## src/sv/u16u8_pkg.sv

```systemverilog
// Shared types and constants for the UTF-16 to UTF-8 transcoder.
// No dependencies; every other file refers to this package by scoped names.
package u16u8_pkg;

    // Values of the func field
    localparam logic FUNC_FEED  = 1'b0;
    localparam logic FUNC_CLEAR = 1'b1;

    localparam int UNIT_W   = 16;
    localparam int CP_W     = 21;
    localparam int SURR_W   = 10;
    localparam int BYTE_W   = 8;
    localparam int MAX_BYTES = 4;
    localparam int IDX_W    = $clog2(MAX_BYTES);

    // Top six bits of a surrogate code unit
    localparam logic [5:0] HIGH_TAG = 6'b110110;  // 0xD800 to 0xDBFF
    localparam logic [5:0] LOW_TAG  = 6'b110111;  // 0xDC00 to 0xDFFF

    // 0x10000 >> 10, added to the high surrogate field
    localparam logic [CP_W-SURR_W-1:0] SUPP_BASE = 11'd64;

    // Entries in the queue between the front and back parts
    localparam int QDEPTH = 2;
    localparam int QPTR_W = $clog2(QDEPTH);
    localparam int QCNT_W = $clog2(QDEPTH + 1);

    // One encoded character: its bytes, first in element 0, and the index of the last
    typedef struct packed {
        logic [MAX_BYTES-1:0][BYTE_W-1:0] bytes;
        logic [IDX_W-1:0]                 last_idx;
    } char_t;

    typedef struct packed {
        logic full;
        logic empty;
    } q_stat_t;

endpackage

```

## src/sv/u16u8_in_if.sv

```systemverilog
// Input channel of the transcoder: one UTF-16 code unit or a clear request per item.
// Depends on u16u8_pkg for the field widths.
interface u16u8_in_if;
    logic                          valid;
    logic                          ready;
    logic                          func;
    logic [u16u8_pkg::UNIT_W-1:0]  code_unit;

    modport source (output valid, output func, output code_unit, input ready);
    modport sink   (input valid, input func, input code_unit, output ready);
endinterface

```

## src/sv/u16u8_out_if.sv

```systemverilog
// Output channel of the transcoder: one UTF-8 byte per item, last byte marked.
// Depends on u16u8_pkg for the field widths.
interface u16u8_out_if;
    logic                          valid;
    logic                          ready;
    logic [u16u8_pkg::BYTE_W-1:0]  out_byte;
    logic                          last_byte;

    modport source (output valid, output out_byte, output last_byte, input ready);
    modport sink   (input valid, input out_byte, input last_byte, output ready);
endinterface

```

## src/sv/u16u8_front.sv

```systemverilog
// Front part: accepts code units, tracks the pending high surrogate and
// encodes each complete character into a queue entry. Depends on u16u8_pkg, u16u8_in_if.
module u16u8_front (
    input  logic                    clk,
    input  logic                    rst_n,
    u16u8_in_if.sink                din,
    input  u16u8_pkg::q_stat_t      q_stat,
    output logic                    push,
    output u16u8_pkg::char_t        push_data
);

    logic                               pend_valid_reg, pend_valid_next;
    logic [u16u8_pkg::SURR_W-1:0]       pend_bits_reg, pend_bits_next;
    logic                               accept;
    logic                               is_high;
    logic                               is_low;
    logic [u16u8_pkg::CP_W-1:0]         cp;

    assign din.ready = !q_stat.full;
    assign accept    = din.valid && din.ready;
    assign is_high   = din.code_unit[15:10] == u16u8_pkg::HIGH_TAG;
    assign is_low    = din.code_unit[15:10] == u16u8_pkg::LOW_TAG;

    always_comb
    begin
        pend_valid_next = pend_valid_reg;
        pend_bits_next  = pend_bits_reg;
        push            = 1'b0;
        if (accept)
        begin
            if (din.func == u16u8_pkg::FUNC_CLEAR)
            begin
                pend_valid_next = 1'b0;
                pend_bits_next  = '0;
            end
            else if (is_high)
            begin
                pend_valid_next = 1'b1;
                pend_bits_next  = din.code_unit[u16u8_pkg::SURR_W-1:0];
            end
            else
            begin
                // lone low surrogate leaves state as it is (already clear)
                push            = !is_low || pend_valid_reg;
                pend_valid_next = 1'b0;
                pend_bits_next  = '0;
            end
        end
    end

    // Code point: surrogate pair or the unit itself
    always_comb
    begin
        if (is_low)
            cp = {{1'b0, pend_bits_reg} + u16u8_pkg::SUPP_BASE,
                  din.code_unit[u16u8_pkg::SURR_W-1:0]};
        else
            cp = {{(u16u8_pkg::CP_W-u16u8_pkg::UNIT_W){1'b0}}, din.code_unit};
    end

    always_comb
    begin
        push_data.bytes = '0;
        if (cp[20:7] == '0)
        begin
            push_data.bytes[0] = {1'b0, cp[6:0]};
            push_data.last_idx = 2'd0;
        end
        else if (cp[20:11] == '0)
        begin
            push_data.bytes[0] = {3'b110, cp[10:6]};
            push_data.bytes[1] = {2'b10, cp[5:0]};
            push_data.last_idx = 2'd1;
        end
        else if (cp[20:16] == '0)
        begin
            push_data.bytes[0] = {4'b1110, cp[15:12]};
            push_data.bytes[1] = {2'b10, cp[11:6]};
            push_data.bytes[2] = {2'b10, cp[5:0]};
            push_data.last_idx = 2'd2;
        end
        else
        begin
            push_data.bytes[0] = {5'b11110, cp[20:18]};
            push_data.bytes[1] = {2'b10, cp[17:12]};
            push_data.bytes[2] = {2'b10, cp[11:6]};
            push_data.bytes[3] = {2'b10, cp[5:0]};
            push_data.last_idx = 2'd3;
        end
    end

    always_ff @(posedge clk or negedge rst_n)
    begin
        if (!rst_n)
        begin
            pend_valid_reg <= 1'b0;
            pend_bits_reg  <= '0;
        end
        else
        begin
            pend_valid_reg <= pend_valid_next;
            pend_bits_reg  <= pend_bits_next;
        end
    end

endmodule

```

## src/sv/u16u8_queue.sv

```systemverilog
// Short queue of encoded characters between the front and back parts.
// Depends on u16u8_pkg.
module u16u8_queue (
    input  logic                    clk,
    input  logic                    rst_n,
    input  logic                    push,
    input  u16u8_pkg::char_t        push_data,
    input  logic                    pop,
    output u16u8_pkg::char_t        head,
    output u16u8_pkg::q_stat_t      q_stat
);

    u16u8_pkg::char_t                   entry_reg [u16u8_pkg::QDEPTH];
    logic [u16u8_pkg::QPTR_W-1:0]       wr_ptr_reg, wr_ptr_next;
    logic [u16u8_pkg::QPTR_W-1:0]       rd_ptr_reg, rd_ptr_next;
    logic [u16u8_pkg::QCNT_W-1:0]       cnt_reg, cnt_next;
    logic                               do_push;
    logic                               do_pop;

    assign q_stat.full  = cnt_reg == u16u8_pkg::QCNT_W'(u16u8_pkg::QDEPTH);
    assign q_stat.empty = cnt_reg == '0;
    assign do_push      = push && !q_stat.full;
    assign do_pop       = pop && !q_stat.empty;
    assign head         = entry_reg[rd_ptr_reg];

    always_comb
    begin
        wr_ptr_next = wr_ptr_reg;
        rd_ptr_next = rd_ptr_reg;
        cnt_next    = cnt_reg;
        if (do_push)
            wr_ptr_next = (wr_ptr_reg == u16u8_pkg::QPTR_W'(u16u8_pkg::QDEPTH - 1))
                          ? '0 : wr_ptr_reg + 1'b1;
        if (do_pop)
            rd_ptr_next = (rd_ptr_reg == u16u8_pkg::QPTR_W'(u16u8_pkg::QDEPTH - 1))
                          ? '0 : rd_ptr_reg + 1'b1;
        if (do_push && !do_pop)
            cnt_next = cnt_reg + 1'b1;
        else if (do_pop && !do_push)
            cnt_next = cnt_reg - 1'b1;
    end

    always_ff @(posedge clk)
    begin
        if (do_push)
            entry_reg[wr_ptr_reg] <= push_data;
    end

    always_ff @(posedge clk or negedge rst_n)
    begin
        if (!rst_n)
        begin
            wr_ptr_reg <= '0;
            rd_ptr_reg <= '0;
            cnt_reg    <= '0;
        end
        else
        begin
            wr_ptr_reg <= wr_ptr_next;
            rd_ptr_reg <= rd_ptr_next;
            cnt_reg    <= cnt_next;
        end
    end

endmodule

```

## src/sv/u16u8_back.sv

```systemverilog
// Back part: takes encoded characters from the queue and sends them out one
// byte per item through an output register. Depends on u16u8_pkg, u16u8_out_if.
module u16u8_back (
    input  logic                    clk,
    input  logic                    rst_n,
    input  u16u8_pkg::char_t        head,
    input  u16u8_pkg::q_stat_t      q_stat,
    output logic                    pop,
    u16u8_out_if.source             dout
);

    logic                               have_reg, have_next;
    u16u8_pkg::char_t                   cur_reg, cur_next;
    logic [u16u8_pkg::IDX_W-1:0]        idx_reg, idx_next;
    logic                               ov_reg, ov_next;
    logic [u16u8_pkg::BYTE_W-1:0]       ob_reg, ob_next;
    logic                               ol_reg, ol_next;
    logic                               load;

    assign load           = !ov_reg || dout.ready;
    assign dout.valid     = ov_reg;
    assign dout.out_byte  = ob_reg;
    assign dout.last_byte = ol_reg;

    always_comb
    begin
        have_next = have_reg;
        cur_next  = cur_reg;
        idx_next  = idx_reg;
        ov_next   = ov_reg;
        ob_next   = ob_reg;
        ol_next   = ol_reg;
        pop       = 1'b0;
        if (load)
        begin
            if (have_reg)
            begin
                ov_next  = 1'b1;
                ob_next  = cur_reg.bytes[idx_reg];
                ol_next  = idx_reg == cur_reg.last_idx;
                idx_next = idx_reg + 1'b1;
                if (idx_reg == cur_reg.last_idx)
                    have_next = 1'b0;
            end
            else if (!q_stat.empty)
            begin
                // first byte goes straight out, the rest stay in the holding register
                pop       = 1'b1;
                ov_next   = 1'b1;
                ob_next   = head.bytes[0];
                ol_next   = head.last_idx == '0;
                cur_next  = head;
                idx_next  = u16u8_pkg::IDX_W'(1);
                have_next = head.last_idx != '0;
            end
            else
            begin
                ov_next = 1'b0;
            end
        end
    end

    always_ff @(posedge clk)
    begin
        cur_reg <= cur_next;
        ob_reg  <= ob_next;
        ol_reg  <= ol_next;
    end

    always_ff @(posedge clk or negedge rst_n)
    begin
        if (!rst_n)
        begin
            have_reg <= 1'b0;
            idx_reg  <= '0;
            ov_reg   <= 1'b0;
        end
        else
        begin
            have_reg <= have_next;
            idx_reg  <= idx_next;
            ov_reg   <= ov_next;
        end
    end

endmodule

```

## src/sv/utf16_to_utf8_transcoder.sv

```systemverilog
// UTF-16 to UTF-8 transcoder, top level.
// Depends on u16u8_pkg, u16u8_in_if, u16u8_out_if, u16u8_front, u16u8_queue, u16u8_back.
//
// Channels: din takes one item per code unit (func = feed) or a clear request
// (func = clear); dout gives one UTF-8 byte per item, last_byte set on the
// final byte of each character. Both use valid/ready; an item moves on a
// rising edge with valid and ready high.
// High surrogates and lone low surrogates give no bytes; a surrogate pair
// gives four bytes, any other unit one to three.
// A unit is written to the character queue at the edge that accepts it; its
// first byte moves from the queue head into the output register once the back
// is done with earlier characters and dout has taken any byte it holds.
// The output port moves one byte a cycle while characters are waiting and
// dout.ready stays high; a unit gives one to four bytes, four for a pair.
// din.ready falls only while the two-entry character queue is full, so the
// front keeps accepting while the back drains or dout is stalled, until the queue fills.
// When dout stalls, the presented byte holds until taken; nothing is lost.
// Reset clears the pending surrogate, empties the queue and drops dout.valid.
module utf16_to_utf8_transcoder (
    input  logic            clk,
    input  logic            rst_n,
    u16u8_in_if.sink        din,
    u16u8_out_if.source     dout
);

    u16u8_pkg::q_stat_t     q_stat;
    u16u8_pkg::char_t       push_data;
    u16u8_pkg::char_t       head;
    logic                   push;
    logic                   pop;

    u16u8_front u_front (
        .clk       (clk),
        .rst_n     (rst_n),
        .din       (din),
        .q_stat    (q_stat),
        .push      (push),
        .push_data (push_data)
    );

    u16u8_queue u_queue (
        .clk       (clk),
        .rst_n     (rst_n),
        .push      (push),
        .push_data (push_data),
        .pop       (pop),
        .head      (head),
        .q_stat    (q_stat)
    );

    u16u8_back u_back (
        .clk    (clk),
        .rst_n  (rst_n),
        .head   (head),
        .q_stat (q_stat),
        .pop    (pop),
        .dout   (dout)
    );

    // A character is never pushed into a full queue
    a_no_push_full: assert property (@(posedge clk) disable iff (!rst_n)
        push |-> !q_stat.full)
        else $error("push into full queue");

    // The back never pops an empty queue
    a_no_pop_empty: assert property (@(posedge clk) disable iff (!rst_n)
        pop |-> !q_stat.empty)
        else $error("pop from empty queue");

    // Queue cannot be full and empty at once
    a_stat_sane: assert property (@(posedge clk) disable iff (!rst_n)
        !(q_stat.full && q_stat.empty))
        else $error("queue status inconsistent");

    // A pop that leaves the output idle would lose a byte
    a_pop_shows: assert property (@(posedge clk) disable iff (!rst_n)
        pop |=> dout.valid)
        else $error("popped character not presented");

endmodule
```

## src/flat_wrapper.sv

```systemverilog
// flat-port wrapper written by rule: the top's interface ports become plain ports
module utf16_to_utf8_transcoder_flat 
  (clk, rst_n, din_valid, din_func, din_code_unit, din_ready, dout_valid, dout_out_byte, dout_last_byte, dout_ready);
  u16u8_in_if din_i ();
  u16u8_out_if dout_i ();
  input  logic clk;
  input  logic rst_n;
  input wire logic [$bits(din_i.valid)-1:0] din_valid;
  input wire logic [$bits(din_i.func)-1:0] din_func;
  input wire logic [$bits(din_i.code_unit)-1:0] din_code_unit;
  output wire logic [$bits(din_i.ready)-1:0] din_ready;
  output wire logic [$bits(dout_i.valid)-1:0] dout_valid;
  output wire logic [$bits(dout_i.out_byte)-1:0] dout_out_byte;
  output wire logic [$bits(dout_i.last_byte)-1:0] dout_last_byte;
  input wire logic [$bits(dout_i.ready)-1:0] dout_ready;
  assign din_i.valid = din_valid;
  assign din_i.func = din_func;
  assign din_i.code_unit = din_code_unit;
  assign din_ready = din_i.ready;
  assign dout_valid = dout_i.valid;
  assign dout_out_byte = dout_i.out_byte;
  assign dout_last_byte = dout_i.last_byte;
  assign dout_i.ready = dout_ready;
  utf16_to_utf8_transcoder u_core (.clk(clk), .rst_n(rst_n), .din(din_i), .dout(dout_i));
endmodule
```

## config.mk

```make
export PLATFORM = sky130hd
export DESIGN_NAME = utf16_to_utf8_transcoder_flat
export DESIGN_NICKNAME = d
export VERILOG_FILES = /design/src/sv/u16u8_pkg.sv /design/src/sv/u16u8_in_if.sv /design/src/sv/u16u8_out_if.sv /design/src/sv/u16u8_front.sv /design/src/sv/u16u8_queue.sv /design/src/sv/u16u8_back.sv /design/src/sv/utf16_to_utf8_transcoder.sv /design/src/flat_wrapper.sv
export SDC_FILE = /design/constraint.sdc
export NUM_CORES = 1
export LEC_CHECK = 0
export CORE_AREA = 10 10 132 134
export CTS_BUF_LIST = sky130_fd_sc_hd__clkbuf_4
export CTS_CLUSTER_SIZE = 28
export DETAILED_ROUTE_END_ITERATION = 8
export DIE_AREA = 0 0 142 144
export DONT_BUFFER_PORTS = 1
export HOLD_SLACK_MARGIN = 0.06
export PLACE_DENSITY = 0.59
export SLEW_MARGIN = 20
export SYNTH_ARGS = -nofsm -noshare
export SYNTH_HDL_FRONTEND = slang
export SYNTH_HIERARCHICAL = 1
export SYNTH_SLANG_ARGS = --single-unit
```

## constraint.sdc

```tcl
create_clock -name clk -period 5.12 [get_ports clk]
set_input_delay 1.536 -clock clk [delete_from_list [all_inputs] [get_ports clk]]
set_output_delay 1.536 -clock clk [all_outputs]
set_load 0.05 [all_outputs]
```

After elaboration in Yosys (flattened, before gate mapping)
Memories as Yosys holds them, arrays and structs flattened.
Cells that the tools add are included.
W data, S select, Z words.

storage, ports and cells
  memories = 1
  RAM bits = 68
  word-level logic and storage cells = 87
  bits of input ports = 21
  output and inout port bits = 11
  flip-flop bits (word level) = 62

cells by class
  reductions and logical operators = 22
  $lt $le $gt $ge = 1
  muxes and demuxes = 35
  add/sub/neg operators = 6
  bitwise gates (word level) = 2
  equal/unequal tests = 5

memories
  memory                    words  bits a word  rd ports  clocked after memory_dff  wr ports  RTL line           text
  u_core.u_queue.entry_reg  2      34           1         0                         1         u16u8_queue.sv:13  u16u8_pkg::char_t entry_reg [u16u8_pkg::QDEPTH];

operator list
  kind                     count
  $mux W24                 2
  $mux W8                  4
  $mux W10                 3
  $mux W21                 1
  $mux W1                  18
  $mux W18                 1
  $bmux W8 S2              1
  $mux W16                 1
  $logic_not A14 Y1        1
  $eq A6 B6 Y1 const B     2
  $add A10 B7 Y11 const B  1
  $logic_not A10 Y1        1
  $mux W2                  4
  $logic_not A1 Y1         6
  $logic_and A1 B1 Y1      5
  $logic_not A5 Y1         1
  $add A2 B1 Y2 const B    2
  $logic_not A2 Y1         2
  $reduce_bool A2 Y1       2
  $lt A2 B3 Y1 const B     1
  $reduce_and A3 Y1        1
  $add A1 B1 Y1 const B    2
  $eq A2 B2 Y1             1
  $eq A2 B2 Y1 const B     1
  5 further kinds          7

Depth between registers and ports, before layout
Gate-level depths: netlist of run 1.

  depth in word-level cells = 11
  depth in mapped cells = 12
  depth with buffers taken out = 11

Hierarchy
Netlist of run 1, hierarchy kept.

by module, submodules not included
  module       cells an instance  area an instance (um^2)  seq. area each (um^2)  times used
  u16u8_queue  125                2,801.4                  2,142.1                1
  u16u8_back   105                1,841.8                  1,391.3                1
  u16u8_front  125                1,142.3                  275.3                  1

Worst setup path before layout of run 1
Ideal clock, no wire load.

  path type = input port to flip-flop
  start = input dout_ready
  end = register u_core/u_queue/cnt_reg[1] (netlist name)
  library setup time = 0.079 ns
  data required time = 5.041 ns
  setup slack = -0.078 ns
  stages = 7
  path buffers = 0
  arrival time = 5.119 ns
  cell sequence = nor2b_1 nor3_1 o21ai_1 ha_1 xor2_1 nor2_1 xor2_1

between the ends
  word-level cells in the longest chain between the ends = 6
  elaborated cells on any way between the ends = 8
  those cells by class = mux: 2; reduce/logical: 6

ends and longest elaborated chain
  what                                           RTL line                        text
  from (decl)                                    flat_wrapper.sv:15              input wire logic [$bits(dout_i.ready)-1:0] dout_ready;
  $logic_or A1 B1 Y1 (*)                         u16u8_back.sv:20                assign load = !ov_reg || dout.ready;
  $mux W1 (*)                                    u16u8_back.sv:34                if (load)
  named net u_core.pop                           utf16_to_utf8_transcoder.sv:30  logic pop;
  $logic_and A1 B1 Y1 (*)                        u16u8_queue.sv:23               assign do_pop = pop && !q_stat.empty;
  $logic_not A1 Y1                               u16u8_queue.sv:37               if (do_push && !do_pop)
  $logic_and A1 B1 Y1                            u16u8_queue.sv:37
  $mux W2 or $reduce_bool A2 Y1 (tied branches)  -
  to (signal assigned)                           u16u8_queue.sv:61               cnt_reg <= cnt_next;
  to (decl)                                      u16u8_queue.sv:16               logic [u16u8_pkg::QCNT_W-1:0] cnt_reg, cnt_next;

Mark *: on every way through the listed nets, which the timed path passes. The rest lies on a longest branch.
A chain may end at the register's enable or synchronous reset.

==> flow_summary.toml, run 1 <==
[critical_path]
crit_type = "in2reg"
critPathSlowestCell = "nand4b_1"
crit_path_max_incr_delay_ps = 580
critPathRequiredTime_ps = 5380
crit_arrival_ps = 3540
cp_max_fo = 11
critPathCaptureType = "flip-flop"
cp_num_buf_inv = 0
critical_path.cell_chain = "nand4b_4 > o41ai_4 > nand4b_1 > and2_1 > a221oi_2"
start_kind = "input port"
cp_top_family = "simple AND/OR/NAND/NOR gates"

[pwr]
power.density_nw_per_um2 = 498
ir_drop_v = 0.000228
leakagePower_nw = 2.30

[floorplanning]
fp.dieW_um = 142
initial_utilization = 0.389
core_sq_um = 14900
fp-row-count = 45
ios = 32
dieArea_sq_um = 20400
die_h_um = 144

[timing]
hold-worst-slack_ps = 505
finalSetupViolCount = 0
finClkSkew_ps = 15.9
hold_violations = 0
fmax_ghz = 0.305
fin_crit_ps = 3280
finalMaxSlewViolations = 0
min_period_over_period = 0.641
rsz0062_at_grt = "no"
worst_slew_pin_slew_ps = 768
fin_setup_tns_ps = 0
relSlewSlack = 0.484

[global_routing]
grt_max_degree = 36
overflow = 0
grt_pass1_wl_um = 17100
grt_pass1_vias = 2989
grtUsageTotal = 0.110
antenna_found_initial = 0

[clock_tree]
post_cts_resized = 0
cts_sinks = 130
cts_tree = "done"
clk_latency_ps = 490
post_cts_buffers = 0
clockRootBuffer = "clkbuf_4"
cts_hold_buf = 0
h-tree-depth = 4
clkTransAtPathRegs_ps = 100
cts_buffers = 17
cts_buffer_depth = 2

[detailed_routing]
first_pass_iters = 4
drtIter0Drc = 219
routed_wl_um = 10900
drc = 0
vias_per_cell = 5.31
detail_route.wl_per_cell_um = 19.2
ant_nets = 0
via_count = 2999

[synth]
yosysWarnings = 6
synth-edff-count = 111
seq_area_frac_synth = 0.658
async_flop_share = 0.146
synth_top_family_by_area = "multiplexers"
synth_area_per_cell_sq_um = 16.3
synth_compound_area_frac = 0.0917
synthSimpleGateAreaFrac = 0.0703
syn-cell-area_sq_um = 5790
syn_inst = 355
ys_ff_latch = 130
synth_fa_ha_area_frac = 0.00433
ys_types = 60
ys.flop_type = "edfxtp_1"
muxShareOfSynthArea = 0.123
synthXorXnorAreaFrac = 0.0136

[cells_and_area]
drive_above_1_share = 0.245
area_growth_pct = 7.22
final_nets = 386
nFillCells = 1406
largest_reg_flops = 68

[worst_hold_path]
min_path_type = "reg2reg"

[placement]
port_buffers = 0
dpl.hpwl_um = 7430
gp_congestion = 0.841

[outcome]
status = "finished clean"

[flow_run]
max-cap-violations = 0
worst paths after layout:
| path | from | end | slack, ps | cells after the start |
|---|---|---|---|---|
| worst min-delay path | u_core/u_front/pend_valid_reg | u_core/u_front/pend_valid_reg | 510 | 1 |
| min in group asynchronous | rst_n | u_core/u_front/pend_bits_reg[6] | 720 | 0 |
| worst min register to register | u_core/u_front/pend_valid_reg | u_core/u_front/pend_valid_reg | 510 | 1 |
| worst max register to register | u_core/u_front/pend_bits_reg[6] | u_core/u_queue/entry_reg[1][11] | 2210 | 7 |
| worst max-delay path | din_code_unit[13] | u_core/u_queue/entry_reg[1][11] | 1840 | 5 |
| max in group asynchronous | rst_n | u_core/u_queue/rd_ptr_reg | 4310 | 0 |
power breakdown:
part / internal, W / switching [W]
Clock: 0.000364 / 0.000332
Combinational: 0.000353 / 0.000356
Sequential: 0.00141 / 0.000276
Yosys cell counts (all sizes together), types with 3 or more instances:
library cell,instances,area share
o21ai,6,0.0052
xnor2,7,0.011
mux2,42,0.10
mux2i,11,0.019
nand3,4,0.0035
nand4b,3,0.0071
and3,9,0.0097
a211o,3,0.0045
a22o,15,0.023
dfrtp,19,0.082
nor2,21,0.016
nand2,13,0.0084
inv,10,0.0065
a21oi,8,0.0069
buf,15,0.028
nand2b,4,0.0043
edfxtp,111,0.58
clkbuf,4,0.0026
a221o,8,0.014
nor3,4,0.0052
stage by stage:
stage	std cells	utilization	setup WS [ps]	instance area (sq um)	power [W]
after floorplan	357	-	1080	5800	0.00230
after global placement	531	0.397	1480	5910	0.00241
after detailed placement	531	0.397	1360	5910	0.00243
after CTS	563	0.417	1920	6190	0.00313
after global routing	564	0.417	1790	6200	0.00325
final	565	0.417	1840	6200	0.00309
per-layer routing:
layer	part of all wire	GRT usage
met2	0.47	0.168
met1	0.46	0.140
met4	0.0051	0.0328
met5	0	0
met3	0.065	0.0453
layout by cell type, fill, tap and decap left out, types with 7 or more instances in the layout:
cell type,Yosys,routed
nor2_1,20,19
inv_1,7,7
a221o_1,8,8
a21oi_1,8,8
dfrtp_1,19,17
xnor2_1,7,7
a22o_1,15,15
clkbuf_4,0,23
mux2_4,35,35
nand2_1,13,13
and3_1,9,9
edfxtp_1,111,111
mux2i_1,11,11
cell families (layout without fill, tap and decap cells):
kind of cell	after synthesis	in the layout
flip-flops	130	130
AND/OR/NAND/NOR	68	68
AO/OA/AOI/OAI	62	62
multiplexers	53	53
buffers and inverters	30	49
XOR/XNOR	9	9
adder cells (fa/ha/maj)	2	2
other	1	4
area by class of cell:
class	instances	area, sq um	share of cell area
antenna	1	2.50	0.000403
clock buffer	23	173	0.0278
clock inverter	9	114	0.0184
inverter	11	42.5	0.00686
multi-input combinational	197	1780	0.287
sequential	130	3810	0.614
tap	188	235	0.0379
timing repair buffer	6	45.0	0.00726
(Power assumes the default switching activity.)
==> run 2: changes to the inputs <==
==> constraint.sdc (replaced) <==
create_clock -name clk -period 3.05 [get_ports clk]
set_input_delay 0.915 -clock clk [delete_from_list [all_inputs] [get_ports clk]]
set_output_delay 0.915 -clock clk [all_outputs]
set_load 0.05 [all_outputs]
==> flow_summary.toml, run 2 (synthesized netlist as in run 1, its figures left out) <==
[clock_tree]
clk_latency_ps = 520
cts_tree = "done"
cts_sinks = 130
clkTransAtPathRegs_ps = 110
h-tree-depth = 4
post_cts_buffers = 0
clockRootBuffer = "clkbuf_4"
cts_buffers = 17
cts_buffer_depth = 2

[cells_and_area]
final_cell_mix = "edfxtp_1 (111), mux2_4 (35), nor2_1 (19)"
area_growth_pct = 8.09
final_nets = 393
layout_commonest_cell = "edfxtp_1"
drive_above_1_share = 0.266
largest_reg_flops = 68

[flow_run]
max-cap-violations = 0

[timing]
hold_violations = 0
fin_setup_tns_ps = 0
finalMaxSlewViolations = 0
worst_slew_pin_slew_ps = 1030
fmax_ghz = 0.423
min_period_over_period = 0.775
finalSetupViolCount = 0
fin_crit_ps = 2360
relSlewSlack = 0.315
finClkSkew_ps = 18.8
rsz0062_at_grt = "no"

[pwr]
sw_frac_of_total = 0.324
clkPwrFrac = 0.217
power.internal_w = 0.00347
power_switching_w = 0.00166
power_frac_seq = 0.551
leakagePower_nw = 2.31
power.density_nw_per_um2 = 820
power_frac_comb = 0.233
power_w = 0.00513
ir_drop_v = 0.000263

[detailed_routing]
first_pass_iters = 5
drtIter0Drc = 181
drc = 0
routed_wl_um = 10800
ant_nets = 0
detail_route.wl_per_cell_um = 19.0
via_count = 2952
vias_per_cell = 5.16

[global_routing]
antenna_found_initial = 1
grtUsageTotal = 0.110
grt_max_degree = 35
grt_pass1_vias = 3047
overflow = 0
grt_pass1_wl_um = 16900

[critical_path]
critPathRequiredTime_ps = 2130
cp_max_fo = 5
crit_arrival_ps = 1450
critPathCaptureType = "primary output"
crit_type = "reg2out"
start_kind = "flip-flop"

[floorplanning]
fp.dieW_um = 142
die_h_um = 144
initial_utilization = 0.389
dieArea_sq_um = 20400
ios = 32
core_sq_um = 14900
fp-row-count = 45

[placement]
port_buffers = 0
gp_congestion = 0.899
dpl.hpwl_um = 7550

[outcome]
status = "finished clean"

[worst_hold_path]
min_path_type = "in2async"
## run 2: changes by cell type in the layout (fill, tap and decap cells not counted)
cell / before / now
buf_4: 6 / 11
clkbuf_4: 23 / 18
clkinv_1: 5 / 1
clkinvlp_4: 0 / 4
clkinv_2: 2 / 5
clkinv_4: 0 / 2
buf_12: 0 / 1
buf_2: 0 / 1
bufinv_16: 3 / 2
dfrtp_1: 17 / 18
dfrtp_2: 2 / 1
inv_6: 0 / 1
## run 2: path summary, 6_finish.rpt
kind                                          startpoint                         endpoint  depth (start not counted)  slack (ps)
hold reg to reg            u_core/u_front/pend_valid_reg    u_core/u_front/pend_valid_reg                          1         500
setup reg to reg               u_core/u_queue/cnt_reg[0]  u_core/u_queue/entry_reg[1][27]                          7         730
min in group clk           u_core/u_front/pend_valid_reg    u_core/u_front/pend_valid_reg                          1         500
hold / removal                                     rst_n  u_core/u_front/pend_bits_reg[5]                          1         350
setup / recovery               u_core/u_queue/cnt_reg[0]                        din_ready                          4         690
max in group asynchronous                          rst_n        u_core/u_queue/rd_ptr_reg                          1        2310
## run 2: through the flow
step                      utilization  setup slack, ps  instance area, sq um  instances  hold slack (ps)
after floorplan                     -              112                  5810        357              450
after global routing            0.421              514                  6250        572              302
after CTS                       0.421              622                  6260        571              457
after global placement          0.402              501                  5970        538              462
after detailed placement        0.402              443                  5970        538              476
final                           0.421              687                  6250        572              352
## run 2: layer usage
layer | part of all wire | vias up | track usage | wire, um
met2 | 0.47 | 72 | 0.164 | 5050
met4 | 0.0089 | 0 | 0.0490 | 97
li1 | - | 1407 | - | -
met3 | 0.070 | 9 | 0.0548 | 762
met1 | 0.46 | 1464 | 0.130 | 4940
met5 | 0 | - | 0 | 0
## run 2: final cells by class
type                            instances  area [sq um]
Antenna cell                            1          2.50
Clock buffer                           18           135
Clock inverter                         14           140
Fill cell                            1362          8610
Inverter                               11          42.5
Multi-Input combinational cell        197          1780
Sequential cell                       130          3810
Tap cell                              188           235
Timing Repair Buffer                   13           108
## run 2: worst max-delay path: stages (launching register included)
cell and delay, ps:
dfrtp_1 440, nand2b_1 210, inv_1 70, inv_1 40, buf_4 180
## run 2: what timing repair did
| item | CTS | global route |
|---|---|---|
| resized for setup | 0 | 0 |
| hold endpoints to repair | 19 | 0 |
| hold buffers | 1 | 0 |
## run 2: power by group through the flow
| stage | clock, W | sequential [W] | combinational (W) |
|---|---|---|---|
| finish | 0.00111 | 0.00282 | 0.00119 |
| global route | 0.00122 | 0.00287 | 0.00130 |
| CTS | 0.00115 | 0.00284 | 0.00121 |
| detailed placement | 0 | 0.00288 | 0.00121 |
| global placement | 0 | 0.00286 | 0.00119 |
| floorplan | 0 | 0.00273 | 0.00114 |
==> run 3: changes to the inputs <==
--- a/config.mk
+++ b/config.mk
@@ -5,14 +5,15 @@
 export SDC_FILE = /design/constraint.sdc
 export NUM_CORES = 1
 export LEC_CHECK = 0
-export CORE_AREA = 10 10 132 134
+export ABC_AREA = 1
+export CORE_AREA = 10 10 135 137
 export CTS_BUF_LIST = sky130_fd_sc_hd__clkbuf_4
 export CTS_CLUSTER_SIZE = 28
 export DETAILED_ROUTE_END_ITERATION = 8
-export DIE_AREA = 0 0 142 144
+export DIE_AREA = 0 0 145 147
 export DONT_BUFFER_PORTS = 1
 export HOLD_SLACK_MARGIN = 0.06
-export PLACE_DENSITY = 0.59
+export PLACE_DENSITY = 0.6
 export SLEW_MARGIN = 20
 export SYNTH_ARGS = -nofsm -noshare
 export SYNTH_HDL_FRONTEND = slang
==> constraint.sdc (replaced) <==
create_clock -name clk -period 2.26 [get_ports clk]
set_input_delay 0.678 -clock clk [delete_from_list [all_inputs] [get_ports clk]]
set_output_delay 0.678 -clock clk [all_outputs]
set_load 0.05 [all_outputs]
==> flow_summary.toml, run 3 <==
[critical_path]
reg2reg_to = "u_core/u_queue/entry_reg[0][15]"
critPathRequiredTime_ps = 2540
cp-startpoint = "u_core/u_front/pend_bits_reg[7]"
crit_type = "reg2reg"
crit_end = "u_core/u_queue/entry_reg[0][15]"
rrSetupSlack_ps = 90
crit_arrival_ps = 2450
reg2reg_from = "u_core/u_front/pend_bits_reg[7]"
cp_max_fo = 12
critPathCaptureType = "flip-flop"
reg2reg_depth = 11
start_kind = "flip-flop"

[cells_and_area]
drive_above_1_share = 0.186
nFillCells = 1465
n_antenna_cell = 0
fin_util = 0.451
final_cell_mix = "nand2_1 (237), edfxtp_1 (111), inv_1 (68)"
layout_commonest_cell = "nand2_1"
regArea_sq_um = 3810
area_growth_pct = 14.7
multi_input_area_sq_um = 1920
final_nets = 676
largest_reg_flops = 68

[detailed_routing]
routed_wl_um = 12500
via_count = 4045
ant_nets = 0
vias_per_cell = 4.59
detail_route.wl_per_cell_um = 14.2
drc = 0
drtIter0Drc = 253
first_pass_iters = 4

[timing]
finalSetupViolCount = 0
min_period_over_period = 0.959
fin_crit_ps = 2170
hold_violations = 0
finClkSkew_ps = 13.4
finalMaxSlewViolations = 0
postLayoutSetupSlackWorst_ps = 91.7
fmax_ghz = 0.461

[synth]
syn_inst = 619
synth_top_cell_area_share = 0.544
yosysWarnings = 6
seq_area_frac_synth = 0.622
ys_types = 38
ys_ff_latch = 130
ys.flop_type = "edfxtp_1"
yosys.area.top_type = "edfxtp_1"
yosysMostFrequentCell = "nand2_1"
synth_common_cells = "nand2_1 (239), edfxtp_1 (111), inv_1 (73)"
async_flop_share = 0.146
synth-edff-count = 111
synth_area_per_cell_sq_um = 9.90
syn-cell-area_sq_um = 6130
synth_area_leaders = "edfxtp_1 (54%), nand2_1 (15%), dfrtp_1 (7.8%), inv_1 (4.5%), nand3_1 (2.9%)"

[floorplanning]
core_sq_um = 15600
fp-row-count = 46
initial_utilization = 0.393
ios = 32
die_h_um = 147
dieArea_sq_um = 21300
fp.dieW_um = 145

[placement]
dpl.hpwl_um = 8890
pre_cts_slack_ps = -65.9
gp_congestion = 0.914
port_buffers = 0

[global_routing]
grt_pass1_vias = 3949
grtUsageTotal = 0.120
overflow = 0
grt_max_degree = 36
grt_pass1_wl_um = 20500
antenna_found_initial = 0

[clock_tree]
cts_sinks = 130
clkTransAtPathRegs_ps = 110
clockRootBuffer = "clkbuf_4"
cts_buffer_depth = 2
cts_buffers = 17
clk_latency_ps = 530
h-tree-depth = 4
cts_tree = "done"

[pwr]
ir_drop_v = 0.000482
leakagePower_nw = 3.05
power.density_nw_per_um2 = 1150

[outcome]
status = "finished clean"

[flow_run]
max-cap-violations = 0

[worst_hold_path]
min_path_type = "in2async"
==> run 3: changes by cell type after synthesis, moves of 8 or more <==
cell / before / now
nand2_1: 13 / 239
inv_1: 7 / 73
mux2_4: 35 / 0
nand3_1: 4 / 36
a22o_1: 15 / 0
nand2_2: 0 / 14
mux2i_1: 11 / 0
o21ai_0: 3 / 14
and3_1: 9 / 0
nand3_2: 0 / 9
a221o_1: 8 / 0
==> run 3: report_power, final <==
group	internal (W)	total (W)	leakage, nW	switching (W)
Sequential	0.00331	0.00384	1.26	0.000524
Clock	0.00120	0.00201	0.194	0.000803
Combinational	0.000716	0.00221	1.60	0.00149
==> run 3: kinds of logic (layout without fill, tap and decap cells) <==
group                      Yosys count  in the layout  synth area share
AOI/OAI and AO/OA                   37             37            0.0368
xor gates and xnor gates             4              4           0.00572
other                                1              3          0.000612
adders and majority gates            2              2           0.00408
and+or+nand+nor                    340            340             0.249
DFF                                130            130             0.622
buffers and inverters              105            149            0.0827
==> run 3: timing repair <==
item                       4_1_cts  5_1_grt
setup endpoints to repair        1       21
buffers inserted                 1        8
pin swaps                        0        3
hold endpoints to repair        19        0
hold buffers                     1        0
gates resized for setup          1        4
==> run 3: per-layer routing <==
metal | track usage | share of wire | vias up
met5 | 0 | 0 | -
met4 | 0.0439 | 0.013 | 0
met3 | 0.0470 | 0.065 | 17
met2 | 0.174 | 0.45 | 86
met1 | 0.159 | 0.47 | 1884
li1 | - | - | 2058
==> run 3: per-stage QoR <==
| stage | std cells | TNS (ps) | total power (W) | hold WS (ps) | area [sq um] |
|---|---|---|---|---|---|
| final | 881 | 0 | 0.00805 | 93.8 | 7030 |
| after global routing | 881 | -38.1 | 0.00860 | 83.4 | 7030 |
| after CTS | 873 | 0 | 0.00814 | 236 | 6950 |
| after detailed placement | 840 | -435 | 0.00608 | 383 | 6560 |
| after global placement | 840 | 0 | 0.00606 | 383 | 6560 |
| after floorplan | 621 | -7440 | 0.00557 | 382 | 6250 |
==> run 3: worst min-delay path by stage <==
stage	from	end	slack, ps	depth (start not counted)
floorplan	rst_n	u_core/u_back/dout.valid	380	0
global placement	rst_n	u_core/u_back/have_reg	380	0
detailed placement	rst_n	u_core/u_back/dout.valid	380	0
CTS	dout_ready	u_core/u_back/dout.valid	240	3
global route	rst_n	u_core/u_back/dout.valid	80	1
finish	rst_n	u_core/u_back/idx_reg[1]	90	1
==> run 3: final cells by class <==
class,instances,area share
inverters,82,0.0497
multi-input cells,386,0.274
well taps,216,0.0385
flip-flops and latches,130,0.542
clock inverters,13,0.0340
repair buffers,36,0.0427
clock buffers,18,0.0192
==> run 3: critical path: stages (launching register included) <==
cell,delay [ps]
dfrtp_1,420
ha_1,220
xor2_1,220
o21ai_4,280
nand2_2,110
nor2_4,210
buf_8,160
nand2_1,60
nand2_1,70
nand2_1,50
nand2_1,60
nor2_1,50
